--- src/design/tpf_pkg.sv ---
// Shared types, constants and the microcode table of the trilateration filter.
package tpf_pkg;

   localparam int PC_W = 6;
   localparam logic [PC_W-1:0] FIN_PC = 6'd40;
   localparam logic [15:0] FIRST_ACC = 16'd2000;

   localparam logic [1:0] CSR_ALPHA     = 2'd0;
   localparam logic [1:0] CSR_DET_FLOOR = 2'd1;
   localparam logic [1:0] CSR_ACC_FLOOR = 2'd2;
   localparam logic [1:0] CSR_ACC_CEIL  = 2'd3;

   typedef enum logic [2:0] {
      K_MAC, K_DIVX, K_DIVY, K_SQRTZ, K_SQRTA, K_BRREJ, K_BRFIRST, K_FIN
   } uop_kind_type;

   typedef enum logic [4:0] {
      M_NONE, M_R1R1, M_R2R2, M_R3R3, M_X1X1, M_X2X2, M_X3X3, M_Y1Y1, M_Y2Y2,
      M_Y3Y3, M_KAKE, M_KBKD, M_KCKE, M_KFKB, M_KAKF, M_KDKC, M_DXDX, M_DYDY,
      M_AFX, M_NAOX, M_AFY, M_NAOY, M_AFZ, M_NAOZ, M_EXEX, M_EYEY, M_EZEZ
   } mul_sel_type;

   typedef enum logic [1:0] {A_HOLD, A_LOAD, A_ADD, A_SUB} acc_op_type;

   typedef enum logic [3:0] {
      W_NONE, W_KC, W_KF, W_DET, W_NUMX, W_NUMY, W_FX, W_FY, W_FZ
   } wr_dst_type;

   typedef struct packed {
      uop_kind_type kind;
      mul_sel_type  mul;
      acc_op_type   acc;
      wr_dst_type   wr;
   } uop_type;

   typedef struct packed {
      logic    capture;
      logic    issue;
      logic    finish;
      uop_type uop;
   } ctl_cmd_type;

   typedef struct packed {
      logic reject;
      logic first;
      logic div_done;
      logic sqrt_done;
   } dp_status_type;

   function automatic uop_type mk(input uop_kind_type k, input mul_sel_type m,
                                  input acc_op_type a, input wr_dst_type w);
      uop_type u;
      u.kind = k;
      u.mul  = m;
      u.acc  = a;
      u.wr   = w;
      return u;
   endfunction

   // Accumulate ops act on the product issued one step earlier; writes
   // take the accumulator value before this step's update.
   function automatic uop_type ucode(input logic [PC_W-1:0] pc);
      uop_type u;
      unique case (pc)
         6'd0:  u = mk(K_MAC, M_R1R1, A_HOLD, W_NONE);
         6'd1:  u = mk(K_MAC, M_R2R2, A_LOAD, W_NONE);
         6'd2:  u = mk(K_MAC, M_X1X1, A_SUB, W_NONE);
         6'd3:  u = mk(K_MAC, M_X2X2, A_SUB, W_NONE);
         6'd4:  u = mk(K_MAC, M_Y1Y1, A_ADD, W_NONE);
         6'd5:  u = mk(K_MAC, M_Y2Y2, A_SUB, W_NONE);
         6'd6:  u = mk(K_MAC, M_R2R2, A_ADD, W_NONE);
         6'd7:  u = mk(K_MAC, M_R3R3, A_LOAD, W_KC);
         6'd8:  u = mk(K_MAC, M_X2X2, A_SUB, W_NONE);
         6'd9:  u = mk(K_MAC, M_X3X3, A_SUB, W_NONE);
         6'd10: u = mk(K_MAC, M_Y2Y2, A_ADD, W_NONE);
         6'd11: u = mk(K_MAC, M_Y3Y3, A_SUB, W_NONE);
         6'd12: u = mk(K_MAC, M_KAKE, A_ADD, W_NONE);
         6'd13: u = mk(K_MAC, M_KBKD, A_LOAD, W_KF);
         6'd14: u = mk(K_MAC, M_KCKE, A_SUB, W_NONE);
         6'd15: u = mk(K_MAC, M_KFKB, A_LOAD, W_DET);
         6'd16: u = mk(K_MAC, M_KAKF, A_SUB, W_NONE);
         6'd17: u = mk(K_MAC, M_KDKC, A_LOAD, W_NUMX);
         6'd18: u = mk(K_MAC, M_NONE, A_SUB, W_NONE);
         6'd19: u = mk(K_BRREJ, M_NONE, A_HOLD, W_NUMY);
         6'd20: u = mk(K_DIVX, M_NONE, A_HOLD, W_NONE);
         6'd21: u = mk(K_DIVY, M_NONE, A_HOLD, W_NONE);
         6'd22: u = mk(K_MAC, M_R1R1, A_HOLD, W_NONE);
         6'd23: u = mk(K_MAC, M_DXDX, A_LOAD, W_NONE);
         6'd24: u = mk(K_MAC, M_DYDY, A_SUB, W_NONE);
         6'd25: u = mk(K_MAC, M_NONE, A_SUB, W_NONE);
         6'd26: u = mk(K_SQRTZ, M_NONE, A_HOLD, W_NONE);
         6'd27: u = mk(K_BRFIRST, M_AFX, A_HOLD, W_NONE);
         6'd28: u = mk(K_MAC, M_NAOX, A_LOAD, W_NONE);
         6'd29: u = mk(K_MAC, M_AFY, A_ADD, W_NONE);
         6'd30: u = mk(K_MAC, M_NAOY, A_LOAD, W_FX);
         6'd31: u = mk(K_MAC, M_AFZ, A_ADD, W_NONE);
         6'd32: u = mk(K_MAC, M_NAOZ, A_LOAD, W_FY);
         6'd33: u = mk(K_MAC, M_NONE, A_ADD, W_NONE);
         6'd34: u = mk(K_MAC, M_NONE, A_HOLD, W_FZ);
         6'd35: u = mk(K_MAC, M_EXEX, A_HOLD, W_NONE);
         6'd36: u = mk(K_MAC, M_EYEY, A_LOAD, W_NONE);
         6'd37: u = mk(K_MAC, M_EZEZ, A_ADD, W_NONE);
         6'd38: u = mk(K_MAC, M_NONE, A_ADD, W_NONE);
         6'd39: u = mk(K_SQRTA, M_NONE, A_HOLD, W_NONE);
         default: u = mk(K_FIN, M_NONE, A_HOLD, W_NONE);
      endcase
      return u;
   endfunction

endpackage

--- src/design/tpf_ctrl.sv ---
// Controller: microcode sequencer and handshake control.
module tpf_ctrl import tpf_pkg::*; (
   input  logic          clock,
   input  logic          reset,
   input  logic          req_valid,
   output logic          req_stall,
   output logic          rsp_valid,
   input  logic          rsp_stall,
   output ctl_cmd_type   cmd,
   input  dp_status_type status
);

   typedef enum logic [2:0] {
      ST_IDLE = 3'b001,
      ST_RUN  = 3'b010,
      ST_WAIT = 3'b100
   } state_type;

   state_type       state_ff, state_in;
   logic [PC_W-1:0] pc_ff, pc_in;
   logic            rsp_valid_ff, rsp_valid_in;
   uop_type         uop;
   logic            fire;

   assign uop = ucode(pc_ff);

   always_comb begin
      state_in = state_ff;
      pc_in    = pc_ff;
      fire     = 1'b0;
      unique case (state_ff)
         ST_IDLE: begin
            if (req_valid) begin
               state_in = ST_RUN;
               pc_in    = '0;
            end
         end
         ST_RUN: begin
            unique case (uop.kind)
               K_MAC: pc_in = pc_ff + 6'd1;
               K_DIVX, K_DIVY, K_SQRTZ, K_SQRTA: state_in = ST_WAIT;
               K_BRREJ: pc_in = status.reject ? FIN_PC : pc_ff + 6'd1;
               K_BRFIRST: pc_in = status.first ? FIN_PC : pc_ff + 6'd1;
               K_FIN: begin
                  // hold until the result slot is free
                  if (!rsp_valid_ff || !rsp_stall) begin
                     fire     = 1'b1;
                     state_in = ST_IDLE;
                  end
               end
               default: ;
            endcase
         end
         ST_WAIT: begin
            if (status.div_done || status.sqrt_done) begin
               state_in = ST_RUN;
               pc_in    = pc_ff + 6'd1;
            end
         end
         default: state_in = ST_IDLE;
      endcase
   end

   assign rsp_valid_in = fire || (rsp_valid_ff && rsp_stall);

   always_ff @(posedge clock) begin
      if (reset) begin
         state_ff     <= ST_IDLE;
         pc_ff        <= '0;
         rsp_valid_ff <= 1'b0;
      end else begin
         state_ff     <= state_in;
         pc_ff        <= pc_in;
         rsp_valid_ff <= rsp_valid_in;
      end
   end

   assign req_stall   = (state_ff != ST_IDLE);
   assign rsp_valid   = rsp_valid_ff;
   assign cmd.capture = (state_ff == ST_IDLE) && req_valid;
   assign cmd.issue   = (state_ff == ST_RUN);
   assign cmd.finish  = fire;
   assign cmd.uop     = uop;

endmodule
--- config.mk ---
export PLATFORM = sky130hd
export DESIGN_NAME = tpf_ctrl
export DESIGN_NICKNAME = d
export VERILOG_FILES = /design/src/design/tpf_pkg.sv /design/src/design/tpf_ctrl.sv
export SDC_FILE = /design/constraint.sdc
export NUM_CORES = 1
export LEC_CHECK = 0
export BUFFER_PORTS_ARGS = -buffer_cell sky130_fd_sc_hd__buf_4
export CAP_MARGIN = 20
export CORE_ASPECT_RATIO = 1.5
export CORE_MARGIN = 2
export CORE_UTILIZATION = 57
export DETAILED_ROUTE_END_ITERATION = 12
export PLACE_DENSITY = 0.87
export SYNTH_ARGS = -nofsm -noshare
export SYNTH_HDL_FRONTEND = slang
export SYNTH_SLANG_ARGS = --single-unit
--- constraint.sdc ---
create_clock -name clock -period 3.8 [get_ports clock]
set_input_delay 0.19 -clock clock [delete_from_list [all_inputs] [get_ports clock]]
set_output_delay 0.19 -clock clock [all_outputs]
set_load 0.02 [all_outputs]
==> run_summary.xml, run 1 <==
<?xml version="1.0" encoding="UTF-8"?>
<metrics>
  <group name="synthesis">
    <metric name="synth_seq_area_share" unit="%">25.31</metric>
    <metric name="syn_nets" unit="">257</metric>
    <metric name="yosysTopAreaCellShare" unit="%">25.31</metric>
    <metric name="synth.lib_cells_used.distinct" unit="">69</metric>
    <metric name="synth.cell_area" unit="um2">1898</metric>
    <metric name="synth.yosys.warnings" unit="">0</metric>
    <metric name="postSynth.asyncResetShare" unit="%">0</metric>
    <metric name="synth.cells.most_frequent" unit="">dfxtp_1, nor2_1, nand2_1, a21oi_1</metric>
    <metric name="synth.largest_area_cell" unit="">dfxtp_1</metric>
    <metric name="synth_edf_count" unit="">0</metric>
    <metric name="synth-main-ff-cell" unit="">dfxtp_1</metric>
    <metric name="netlist_instances" unit="">237</metric>
    <metric name="synth-seq-cells" unit="">24</metric>
    <metric name="synth.most_common_cell" unit="">dfxtp_1</metric>
    <metric name="avgSynthCellArea" unit="um2">8.009</metric>
    <metric name="synth.top_cells.by_area" unit="">dfxtp_1, ha_1, a21oi_1</metric>
  </group>
  <group name="place">
    <metric name="place_hpwl" unit="um">3707</metric>
    <metric name="numPlacedInstances" unit="">289</metric>
    <metric name="place.gp.congestion" unit="">0.9282</metric>
    <metric name="port_buffers" unit="">26</metric>
  </group>
  <group name="sta">
    <metric name="setup-tns-final" unit="ps">0</metric>
    <metric name="rsz_0062_raised_after_global_routing" unit="">no</metric>
    <metric name="finalCritPeriodShare" unit="%">88.88</metric>
    <metric name="worst_clock_skew" unit="ps">1.229</metric>
    <metric name="fmax" unit="MHz">296.1</metric>
    <metric name="worst_pin_slew" unit="ps">620.9</metric>
    <metric name="finalMaxSlewViolations" unit="">0</metric>
    <metric name="max_slew_headroom" unit="%">58.61</metric>
    <metric name="hold_viol_final" unit="">0</metric>
    <metric name="final-setup-viol-count" unit="">0</metric>
    <metric name="final_period_minus_worst_setup_slack" unit="ps">3377</metric>
  </group>
  <group name="cells_and_area">
    <metric name="synthToLayoutAreaGrowth" unit="%">13.25</metric>
    <metric name="filler_cell_count" unit="">275</metric>
    <metric name="drive_above_1_share" unit="%">20.55</metric>
    <metric name="insertedDiodeCount" unit="">0</metric>
    <metric name="final-instance-count-excl-fill" unit="">293</metric>
    <metric name="finalNetCount" unit="">274</metric>
    <metric name="final_core_util" unit="%">68.04</metric>
  </group>
  <group name="setup_path">
    <metric name="critPathLaunchType" unit="">register</metric>
    <metric name="required_time_of_the_critical_path" unit="ps">3970</metric>
    <metric name="r2r.worst_path.cells" unit="">10</metric>
    <metric name="criticalPathCategory" unit="">reg2reg</metric>
    <metric name="worstReg2RegStart" unit="">state_ff[1]$_SDFFE_PP0P_</metric>
    <metric name="worst_r2r_endpoint" unit="">uop[6]$_DFF_P_</metric>
    <metric name="worst-r2r-setup-slack" unit="ps">420</metric>
    <metric name="setup.worst_path.start" unit="">state_ff[1]$_SDFFE_PP0P_</metric>
    <metric name="crit_end" unit="">uop[6]$_DFF_P_</metric>
    <metric name="arrival" unit="ps">3550</metric>
    <metric name="end_kind" unit="">register</metric>
    <metric name="worstPathMaxFanout" unit="">9</metric>
  </group>
  <group name="die">
    <metric name="core_box_area" unit="um2">3159</metric>
    <metric name="die_width" unit="um">51.12</metric>
    <metric name="floorplan.io_pins" unit="">27</metric>
    <metric name="die_area" unit="um2">3817</metric>
    <metric name="starting_utilization_of_the_core_area" unit="%">60.08</metric>
    <metric name="std_cell_rows" unit="">25</metric>
    <metric name="fp.dieH" unit="um">74.68</metric>
  </group>
  <group name="pwr">
    <metric name="power.density" unit="nW/um2">319.1</metric>
    <metric name="peakVddDrop" unit="mV">0.2844</metric>
    <metric name="cellLeakagePower" unit="nW">0.8702</metric>
  </group>
  <group name="routing">
    <metric name="avgViaCountPerCell" unit="">6.584</metric>
    <metric name="num_vias" unit="">1929</metric>
    <metric name="detail_route.first_pass.iterations" unit="">4</metric>
    <metric name="drcViolationCount" unit="">0</metric>
    <metric name="wl_per_cell" unit="um">17.38</metric>
    <metric name="totalWireLength" unit="um">5092</metric>
    <metric name="drt_iter0_drc" unit="">86</metric>
    <metric name="antenna_violating_nets_post_route" unit="">0</metric>
  </group>
  <group name="status">
    <metric name="outcome" unit="">finished clean</metric>
  </group>
  <group name="grt">
    <metric name="groute.usage.overall" unit="%">28.33</metric>
    <metric name="first_global_vias" unit="">1674</metric>
    <metric name="maximum_number_of_pins_on_one_net_before_global_route_repair" unit="">21</metric>
    <metric name="grt_antenna_before_repair" unit="">0</metric>
    <metric name="grt_overflow" unit="">0</metric>
    <metric name="grt_pass1_wl" unit="um">8176</metric>
  </group>
  <group name="worst_hold_path">
    <metric name="hold_path.startpoint" unit="">reset</metric>
    <metric name="hold_class" unit="">in2reg</metric>
  </group>
  <group name="clock_tree">
    <metric name="post_cts_hold_buffer_count" unit="">0</metric>
    <metric name="clockBufferDepth" unit="">2</metric>
    <metric name="cts_htree_levels" unit="">1</metric>
    <metric name="cts_made_buffers" unit="">3</metric>
    <metric name="post_cts_buffers" unit="">0</metric>
    <metric name="clkLatencyLatePin" unit="ps">270</metric>
    <metric name="root_buffer" unit="">clkbuf_8</metric>
    <metric name="cts_sinks" unit="">24</metric>
    <metric name="clkSlewWorstSetupHoldPaths" unit="ps">90</metric>
    <metric name="tritoncts" unit="">done</metric>
  </group>
  <group name="run">
    <metric name="total_of_max_cap_violations" unit="">0</metric>
  </group>
</metrics>
-- report_power, final --
group          total [W]  switching (W)  leakage (nW)  internal (W)
combinational   0.000175       0.000101         0.640     0.0000737
clock           0.000231      0.0000901        0.0357      0.000141
sequential      0.000280      0.0000182         0.194      0.000262
total           0.000686       0.000209         0.870      0.000477
-- cell usage in the layout, fill, tap and decap left out, types with 2 or more instances in the layout --
cell,n
a211o_1,2
a21o_1,4
a21oi_1,15
a221oi_1,2
a22o_1,3
a311o_1,2
a31o_2,2
a31oi_1,5
a32o_1,2
and3_1,2
buf_4,28
clkbuf_8,3
dfxtp_1,24
ha_1,12
inv_1,8
mux2i_1,3
nand2_1,17
nand2b_1,3
nand3_1,8
nand3b_1,3
nand4_1,3
nand4b_1,2
nor2_1,18
nor2_2,3
nor2b_1,3
nor3_1,5
nor3b_1,5
o211ai_1,6
o21a_1,3
o21ai_0,12
o21ai_1,2
o21bai_1,2
o311ai_0,2
or3_1,2
xnor2_1,2
xor2_1,2
-- final cells by class --
| class | instances | area (um2) | share of cell area (%) |
|---|---|---|---|
| multi-input cells | 186 | 1292 | 60.13 |
| clock buffers | 3 | 41.29 | 1.921 |
| clock inverters | 1 | 30.03 | 1.397 |
| inverters | 11 | 45.04 | 2.095 |
| well taps | 40 | 50.05 | 2.328 |
| repair buffers | 28 | 210.2 | 9.779 |
| flip-flops and latches | 24 | 480.5 | 22.35 |
-- critical path, cell delays in order (launching register included) --
cell	delay, ps
dfxtp_1	520
nor3b_4	410
o211ai_1	230
o21a_2	240
a22oi_1	550
nor2_2	190
inv_1	240
ha_1	320
mux2_4	290
a221oi_2	210
o21ai_1	80
-- cells by family (layout without fill, tap and decap cells) --
kind of cell    after synthesis  count (layout)  synth area share [%]
mux                           5               5                 2.966
buf+inv                      27              43                 6.723
compound gates               83              83                 31.84
fa+ha+maj                    12              12                 7.910
xor+xnor                      4               4                 1.846
simple gates                 82              82                 23.40
flops                        24              24                 25.31
-- layer usage --
metal | part of all wire [%] | global-route usage [%] | vias up
met3 | 6.1 | 2.579 | 17
met4 | 4.2 | 14.71 | 0
met5 | 0 | 0 | -
li1 | - | - | 920
met2 | 53 | 52.53 | 99
met1 | 37 | 31.80 | 893
-- how the worst min path moves through the flow --
stage	slack, ps	depth (start not counted)	to
after floorplan	350	2	rsp_valid$_SDFF_PP0_
after global placement	480	2	rsp_valid$_SDFF_PP0_
after detailed placement	480	2	rsp_valid$_SDFF_PP0_
after CTS	190	2	rsp_valid$_SDFF_PP0_
after global routing	210	2	pc_ff[0]$_SDFFE_PP0N_
final	200	2	rsp_valid$_SDFF_PP0_
-- state kept, by name, summed over array words and instances (netlist names) --
| register | cells |
|---|---|
| pc_ff | 6 |
| state_ff | 3 |
| rsp_valid | 1 |
| uop | 14 |
-- what timing repair did --
item                                   4_1_cts  5_1_grt
resized for setup                            0        1
setup endpoints to repair                    0        2
endpoints found under the hold margin        0        0
-- through the flow --
step / setup WS (ps) / hold WS (ps) / instance area (um2) / total power [W]
after floorplan: 723.3 / 354.2 / 1898 / 0.0004133
after global placement: 547.6 / 480.2 / 2076 / 0.0004552
final: 422.6 / 198.1 / 2150 / 0.0006859
after detailed placement: 388.3 / 483.5 / 2076 / 0.0004588
after CTS: 333.9 / 189.5 / 2147 / 0.0006899
after global routing: 149.1 / 212.5 / 2150 / 0.0007137
Power figures use the tool's default switching activity.
==> run 2, diff against run 1 <==
- CELL_PAD_IN_SITES_DETAIL_PLACEMENT: unset -> 0
- CELL_PAD_IN_SITES_GLOBAL_PLACEMENT: unset -> 2
- CORE_UTILIZATION: 57 -> 34
- PLACE_DENSITY: 0.87 -> 0.88
==> run_summary.xml, run 2 (synthesis gave the netlist of run 1 again) <==
<?xml version="1.0" encoding="UTF-8"?>
<metrics>
  <group name="pwr">
    <metric name="peakVddDrop" unit="mV">0.1307</metric>
    <metric name="pwr-share-seq" unit="%">40.6</metric>
    <metric name="power.density" unit="nW/um2">311.7</metric>
    <metric name="cellLeakagePower" unit="nW">0.8843</metric>
    <metric name="switching_share" unit="%">30.68</metric>
    <metric name="power.share.combinational" unit="%">25.5</metric>
    <metric name="switching_power" unit="W">0.0002111</metric>
    <metric name="intPower" unit="W">0.0004769</metric>
    <metric name="pwr-share-clk" unit="%">33.9</metric>
  </group>
  <group name="setup_path">
    <metric name="worstPathMaxFanout" unit="">12</metric>
    <metric name="arrival" unit="ps">3400</metric>
    <metric name="criticalPathCategory" unit="">reg2reg</metric>
    <metric name="end_kind" unit="">register</metric>
    <metric name="setup.worst_path.start" unit="">state_ff[1]$_SDFFE_PP0P_</metric>
    <metric name="crit_buf_inv" unit="">1</metric>
    <metric name="worst_r2r_endpoint" unit="">uop[6]$_DFF_P_</metric>
    <metric name="critical_path.cell_chain" unit="">nor3b_4 -&gt; a32o_1 -&gt; and3_1 -&gt; mux2i_1 -&gt; nor2_2 -&gt; inv_1 -&gt; ha_1 -&gt; nor2_1 -&gt; a21oi_1 -&gt; a221oi_2 -&gt; o21ai_1</metric>
    <metric name="worst-r2r-setup-slack" unit="ps">570</metric>
    <metric name="r2r.worst_path.cells" unit="">11</metric>
    <metric name="worstSetupPathDepth" unit="">11</metric>
    <metric name="worstReg2RegStart" unit="">state_ff[1]$_SDFFE_PP0P_</metric>
    <metric name="timing.critical_path.slowest_stage_cell" unit="">dfxtp_1</metric>
    <metric name="critPathLaunchType" unit="">register</metric>
    <metric name="required_time_of_the_critical_path" unit="ps">3970</metric>
    <metric name="path_delay_family" unit="">simple AND/OR/NAND/NOR gates</metric>
    <metric name="slowest_delay" unit="ps">510</metric>
    <metric name="crit_end" unit="">uop[6]$_DFF_P_</metric>
  </group>
  <group name="die">
    <metric name="std_cell_rows" unit="">33</metric>
    <metric name="fp.dieH" unit="um">95.51</metric>
    <metric name="floorplan.io_pins" unit="">27</metric>
    <metric name="die_area" unit="um2">6209</metric>
    <metric name="core_box_area" unit="um2">5409</metric>
    <metric name="die_width" unit="um">65.01</metric>
    <metric name="starting_utilization_of_the_core_area" unit="%">35.09</metric>
  </group>
  <group name="run">
    <metric name="total_of_max_cap_violations" unit="">0</metric>
  </group>
  <group name="routing">
    <metric name="detail_route.first_pass.iterations" unit="">4</metric>
    <metric name="num_vias" unit="">1843</metric>
    <metric name="drcViolationCount" unit="">0</metric>
    <metric name="wl_per_cell" unit="um">16.48</metric>
    <metric name="avgViaCountPerCell" unit="">5.653</metric>
    <metric name="antenna_violating_nets_post_route" unit="">0</metric>
    <metric name="totalWireLength" unit="um">5372</metric>
    <metric name="drt_iter0_drc" unit="">55</metric>
  </group>
  <group name="clock_tree">
    <metric name="root_buffer" unit="">clkbuf_8</metric>
    <metric name="post_cts_hold_buffer_count" unit="">0</metric>
    <metric name="clockBufferDepth" unit="">2</metric>
    <metric name="cts_htree_levels" unit="">1</metric>
    <metric name="clkLatencyLatePin" unit="ps">280</metric>
    <metric name="cts.repair.resized" unit="">0</metric>
    <metric name="tritoncts" unit="">done</metric>
    <metric name="post_cts_buffers" unit="">0</metric>
    <metric name="clkSlewWorstSetupHoldPaths" unit="ps">90</metric>
    <metric name="cts_sinks" unit="">24</metric>
    <metric name="cts_made_buffers" unit="">3</metric>
  </group>
  <group name="cells_and_area">
    <metric name="insertedDiodeCount" unit="">0</metric>
    <metric name="filler_cell_count" unit="">596</metric>
    <metric name="multiInputGateArea" unit="um2">1290</metric>
    <metric name="final_core_util" unit="%">40.81</metric>
    <metric name="drive_above_1_share" unit="%">21.09</metric>
    <metric name="synthToLayoutAreaGrowth" unit="%">16.28</metric>
    <metric name="final-instance-count-excl-fill" unit="">326</metric>
    <metric name="seq_area" unit="um2">480.5</metric>
    <metric name="leading_cell_types_in_the_layout_fill_and_taps_excluded" unit="">buf_4, dfxtp_1, nor2_1</metric>
    <metric name="leading_cell_type_in_the_layout_fill_and_taps_excluded" unit="">buf_4</metric>
    <metric name="largest_register_ffs" unit="">14</metric>
    <metric name="finalNetCount" unit="">277</metric>
  </group>
  <group name="sta">
    <metric name="hold_viol_final" unit="">0</metric>
    <metric name="final_period_minus_worst_setup_slack" unit="ps">3232</metric>
    <metric name="final-setup-viol-count" unit="">0</metric>
    <metric name="worst_clock_skew" unit="ps">2.847</metric>
    <metric name="setup-tns-final" unit="ps">0</metric>
    <metric name="rsz_0062_raised_after_global_routing" unit="">no</metric>
    <metric name="finalCritPeriodShare" unit="%">85.06</metric>
    <metric name="fmax" unit="MHz">309.4</metric>
    <metric name="finalMaxSlewViolations" unit="">0</metric>
    <metric name="whs" unit="ps">194.0</metric>
    <metric name="worst_pin_slew" unit="ps">471.3</metric>
    <metric name="max_slew_headroom" unit="%">67.76</metric>
  </group>
  <group name="grt">
    <metric name="maximum_number_of_pins_on_one_net_before_global_route_repair" unit="">21</metric>
    <metric name="grt_antenna_before_repair" unit="">0</metric>
    <metric name="groute.usage.overall" unit="%">18.44</metric>
    <metric name="grt_pass1_wl" unit="um">8714</metric>
    <metric name="first_global_vias" unit="">1754</metric>
    <metric name="grt_overflow" unit="">0</metric>
  </group>
  <group name="place">
    <metric name="numPlacedInstances" unit="">322</metric>
    <metric name="port_buffers" unit="">26</metric>
    <metric name="place_hpwl" unit="um">4155</metric>
    <metric name="place.gp.congestion" unit="">0.8886</metric>
  </group>
  <group name="worst_hold_path">
    <metric name="hold_class" unit="">in2reg</metric>
  </group>
  <group name="status">
    <metric name="outcome" unit="">finished clean</metric>
  </group>
</metrics>
==> run 2: cell types whose count changed in the layout (fill, tap and decap cells not counted) <==
cell / delta
nor2_2: -1
nor2_1: +1
buf_4: +3
==> run 2: area by class of cell <==
cell class	instances	area share, %
Multi-Input combinational cell	186	58.45
Sequential cell	24	21.77
Timing Repair Buffer	31	10.54
Tap cell	70	3.968
Inverter	11	2.041
Clock buffer	3	1.871
Clock inverter	1	1.361
==> run 2: power by group through the flow <==
stage	Sequential, W	Clock, W	Combinational, W
after floorplan	0.000275	0	0.000138
after global placement	0.000285	0	0.000177
after detailed placement	0.000285	0	0.000177
after CTS	0.000279	0.000239	0.000177
after global routing	0.000281	0.000246	0.000195
final	0.000279	0.000233	0.000176
==> run 2: layer usage <==
layer  up-vias  track usage (%)  wire [um]
met5         -                0          0
met2        47            33.76       2856
met1       860            19.64       2066
met4         0            11.52        248
li1        918                -          -
met3        18            2.479        202
==> run 2: stage by stage <==
| step | power (W) | setup slack, ps | cell area, um2 |
|---|---|---|---|
| after floorplan | 0.0004133 | 723.3 | 1898 |
| after global placement | 0.0004619 | 659.3 | 2136 |
| after detailed placement | 0.0004624 | 602.3 | 2136 |
| after CTS | 0.0006959 | 585.4 | 2207 |
| after global routing | 0.0007218 | 263.8 | 2207 |
| final | 0.0006879 | 567.9 | 2207 |
==> run 2: worst min path at each step <==
stage              start              endpoint  slack (ps)  cells past startpoint
2_1_floorplan  rsp_stall  rsp_valid$_SDFF_PP0_         350                      2
3_3_place_gp       reset  rsp_valid$_SDFF_PP0_         500                      2
3_5_place_dp   rsp_stall  rsp_valid$_SDFF_PP0_         490                      3
4_1_cts        rsp_stall  rsp_valid$_SDFF_PP0_         190                      3
5_1_grt            reset  rsp_valid$_SDFF_PP0_         200                      2
6_report           reset  rsp_valid$_SDFF_PP0_         190                      2
==> run 3, diff against run 2 <==
- REMOVE_ABC_BUFFERS: unset -> 1
==> run_summary.xml, run 3 (synthesis gave the netlist of run 1 again) <==
<?xml version="1.0" encoding="UTF-8"?>
<metrics>
  <group name="status">
    <metric name="outcome" unit="">finished clean</metric>
  </group>
  <group name="routing">
    <metric name="avgViaCountPerCell" unit="">5.644</metric>
    <metric name="drcViolationCount" unit="">0</metric>
    <metric name="num_vias" unit="">1840</metric>
    <metric name="drt_iter0_drc" unit="">135</metric>
    <metric name="detail_route.first_pass.iterations" unit="">4</metric>
    <metric name="totalWireLength" unit="um">5544</metric>
    <metric name="wl_per_cell" unit="um">17.01</metric>
    <metric name="antenna_violating_nets_post_route" unit="">0</metric>
  </group>
  <group name="setup_path">
    <metric name="r2r.worst_path.cells" unit="">10</metric>
    <metric name="criticalPathCategory" unit="">reg2reg</metric>
    <metric name="end_kind" unit="">register</metric>
    <metric name="worst-r2r-setup-slack" unit="ps">340</metric>
    <metric name="worstPathMaxFanout" unit="">9</metric>
    <metric name="required_time_of_the_critical_path" unit="ps">3950</metric>
    <metric name="critPathLaunchType" unit="">register</metric>
    <metric name="arrival" unit="ps">3610</metric>
  </group>
  <group name="die">
    <metric name="std_cell_rows" unit="">33</metric>
    <metric name="die_area" unit="um2">6209</metric>
    <metric name="die_width" unit="um">65.01</metric>
    <metric name="core_box_area" unit="um2">5409</metric>
    <metric name="fp.dieH" unit="um">95.51</metric>
    <metric name="starting_utilization_of_the_core_area" unit="%">35.09</metric>
    <metric name="floorplan.io_pins" unit="">27</metric>
  </group>
  <group name="place">
    <metric name="numPlacedInstances" unit="">322</metric>
    <metric name="place_hpwl" unit="um">4197</metric>
    <metric name="port_buffers" unit="">26</metric>
    <metric name="place_ws" unit="ps">305.6</metric>
    <metric name="place.gp.congestion" unit="">0.8937</metric>
  </group>
  <group name="sta">
    <metric name="setup-tns-final" unit="ps">0</metric>
    <metric name="finalCritPeriodShare" unit="%">91.10</metric>
    <metric name="finalMaxSlewViolations" unit="">0</metric>
    <metric name="rsz_0062_raised_after_global_routing" unit="">no</metric>
    <metric name="fmax" unit="MHz">288.9</metric>
    <metric name="final_period_minus_worst_setup_slack" unit="ps">3462</metric>
    <metric name="final-setup-viol-count" unit="">0</metric>
    <metric name="hold_viol_final" unit="">0</metric>
    <metric name="worst_clock_skew" unit="ps">6.363</metric>
    <metric name="worst_slack" unit="ps">338.2</metric>
    <metric name="worst_pin_slew" unit="ps">712.3</metric>
    <metric name="whs" unit="ps">201.2</metric>
    <metric name="max_slew_headroom" unit="%">52.52</metric>
  </group>
  <group name="grt">
    <metric name="grt_antenna_before_repair" unit="">0</metric>
    <metric name="groute.usage.overall" unit="%">18.43</metric>
    <metric name="grt_overflow" unit="">0</metric>
    <metric name="grt_pass1_wl" unit="um">8673</metric>
    <metric name="first_global_vias" unit="">1754</metric>
    <metric name="maximum_number_of_pins_on_one_net_before_global_route_repair" unit="">21</metric>
  </group>
  <group name="clock_tree">
    <metric name="cts_made_buffers" unit="">3</metric>
    <metric name="root_buffer" unit="">clkbuf_8</metric>
    <metric name="tritoncts" unit="">done</metric>
    <metric name="clkLatencyLatePin" unit="ps">270</metric>
    <metric name="clockBufferDepth" unit="">2</metric>
    <metric name="cts.repair.resized" unit="">0</metric>
    <metric name="post_cts_buffers" unit="">0</metric>
    <metric name="cts_sinks" unit="">24</metric>
    <metric name="cts_htree_levels" unit="">1</metric>
    <metric name="post_cts_hold_buffer_count" unit="">0</metric>
    <metric name="clkSlewWorstSetupHoldPaths" unit="ps">90</metric>
  </group>
  <group name="cells_and_area">
    <metric name="finalNetCount" unit="">277</metric>
    <metric name="leading_cell_types_in_the_layout_fill_and_taps_excluded" unit="">buf_4, dfxtp_1, nor2_1</metric>
    <metric name="synthToLayoutAreaGrowth" unit="%">16.28</metric>
    <metric name="insertedDiodeCount" unit="">0</metric>
    <metric name="final_core_util" unit="%">40.81</metric>
    <metric name="largest_register_ffs" unit="">14</metric>
    <metric name="leading_cell_type_in_the_layout_fill_and_taps_excluded" unit="">buf_4</metric>
    <metric name="drive_above_1_share" unit="%">21.09</metric>
    <metric name="final-instance-count-excl-fill" unit="">326</metric>
  </group>
  <group name="pwr">
    <metric name="cellLeakagePower" unit="nW">0.8843</metric>
    <metric name="power.density" unit="nW/um2">308.0</metric>
    <metric name="peakVddDrop" unit="mV">0.1253</metric>
  </group>
  <group name="run">
    <metric name="total_of_max_cap_violations" unit="">0</metric>
  </group>
  <group name="worst_hold_path">
    <metric name="hold_class" unit="">in2reg</metric>
    <metric name="holdPathStages" unit="">2</metric>
  </group>
</metrics>
-- run 3: cell counts in the layout (fill, tap and decap cells not counted) --
Identical to the previous run, type by type.
-- run 3: stage by stage --
stage,area (um2),total power (W)
floorplan,1815,0.0004048
global placement,2136,0.0004613
detailed placement,2136,0.0004608
CTS,2207,0.0006860
global route,2207,0.0007159
finish,2207,0.0006798
-- run 3: worst max-delay path, stage by stage, from the launching register on --
cell,delay (ps)
dfxtp_1,520
nor3b_4,410
o211ai_1,260
o21a_2,250
a22oi_1,610
nor2_1,120
inv_1,240
ha_1,340
mux2_4,290
a221oi_2,220
o21ai_1,80
-- run 3: final timing paths --
path,from,end
hold reg to reg,rsp_valid$_SDFF_PP0_,rsp_valid$_SDFF_PP0_
setup reg to reg,state_ff[1]$_SDFFE_PP0P_,uop[6]$_DFF_P_
hold / removal,reset,rsp_valid$_SDFF_PP0_
setup / recovery,state_ff[1]$_SDFFE_PP0P_,uop[6]$_DFF_P_
-- run 3: area by class of cell --
class                           instances  area (um2)
Sequential cell                        24       480.5
Multi-Input combinational cell        186        1290
Clock buffer                            3       41.29
Tap cell                               70       87.58
Fill cell                             554        3202
Inverter                               11       45.04
Clock inverter                          1       30.03
Timing Repair Buffer                   31       232.7
-- run 3: routing by layer --
metal	routed length (um)	share of wire [%]	global-route usage, %
met2	3017	54	36.68
met4	181	3.3	8.333
met5	0	0	0
met3	146	2.6	1.653
met1	2199	40	18.96
-- run 3: report_power, final --
part / internal (W) / leakage [nW] / switching [W]
registers: 0.000262 / 0.194 / 0.0000181
logic: 0.0000737 / 0.655 / 0.000101
clock network: 0.000141 / 0.0357 / 0.0000839
total: 0.000476 / 0.884 / 0.000203
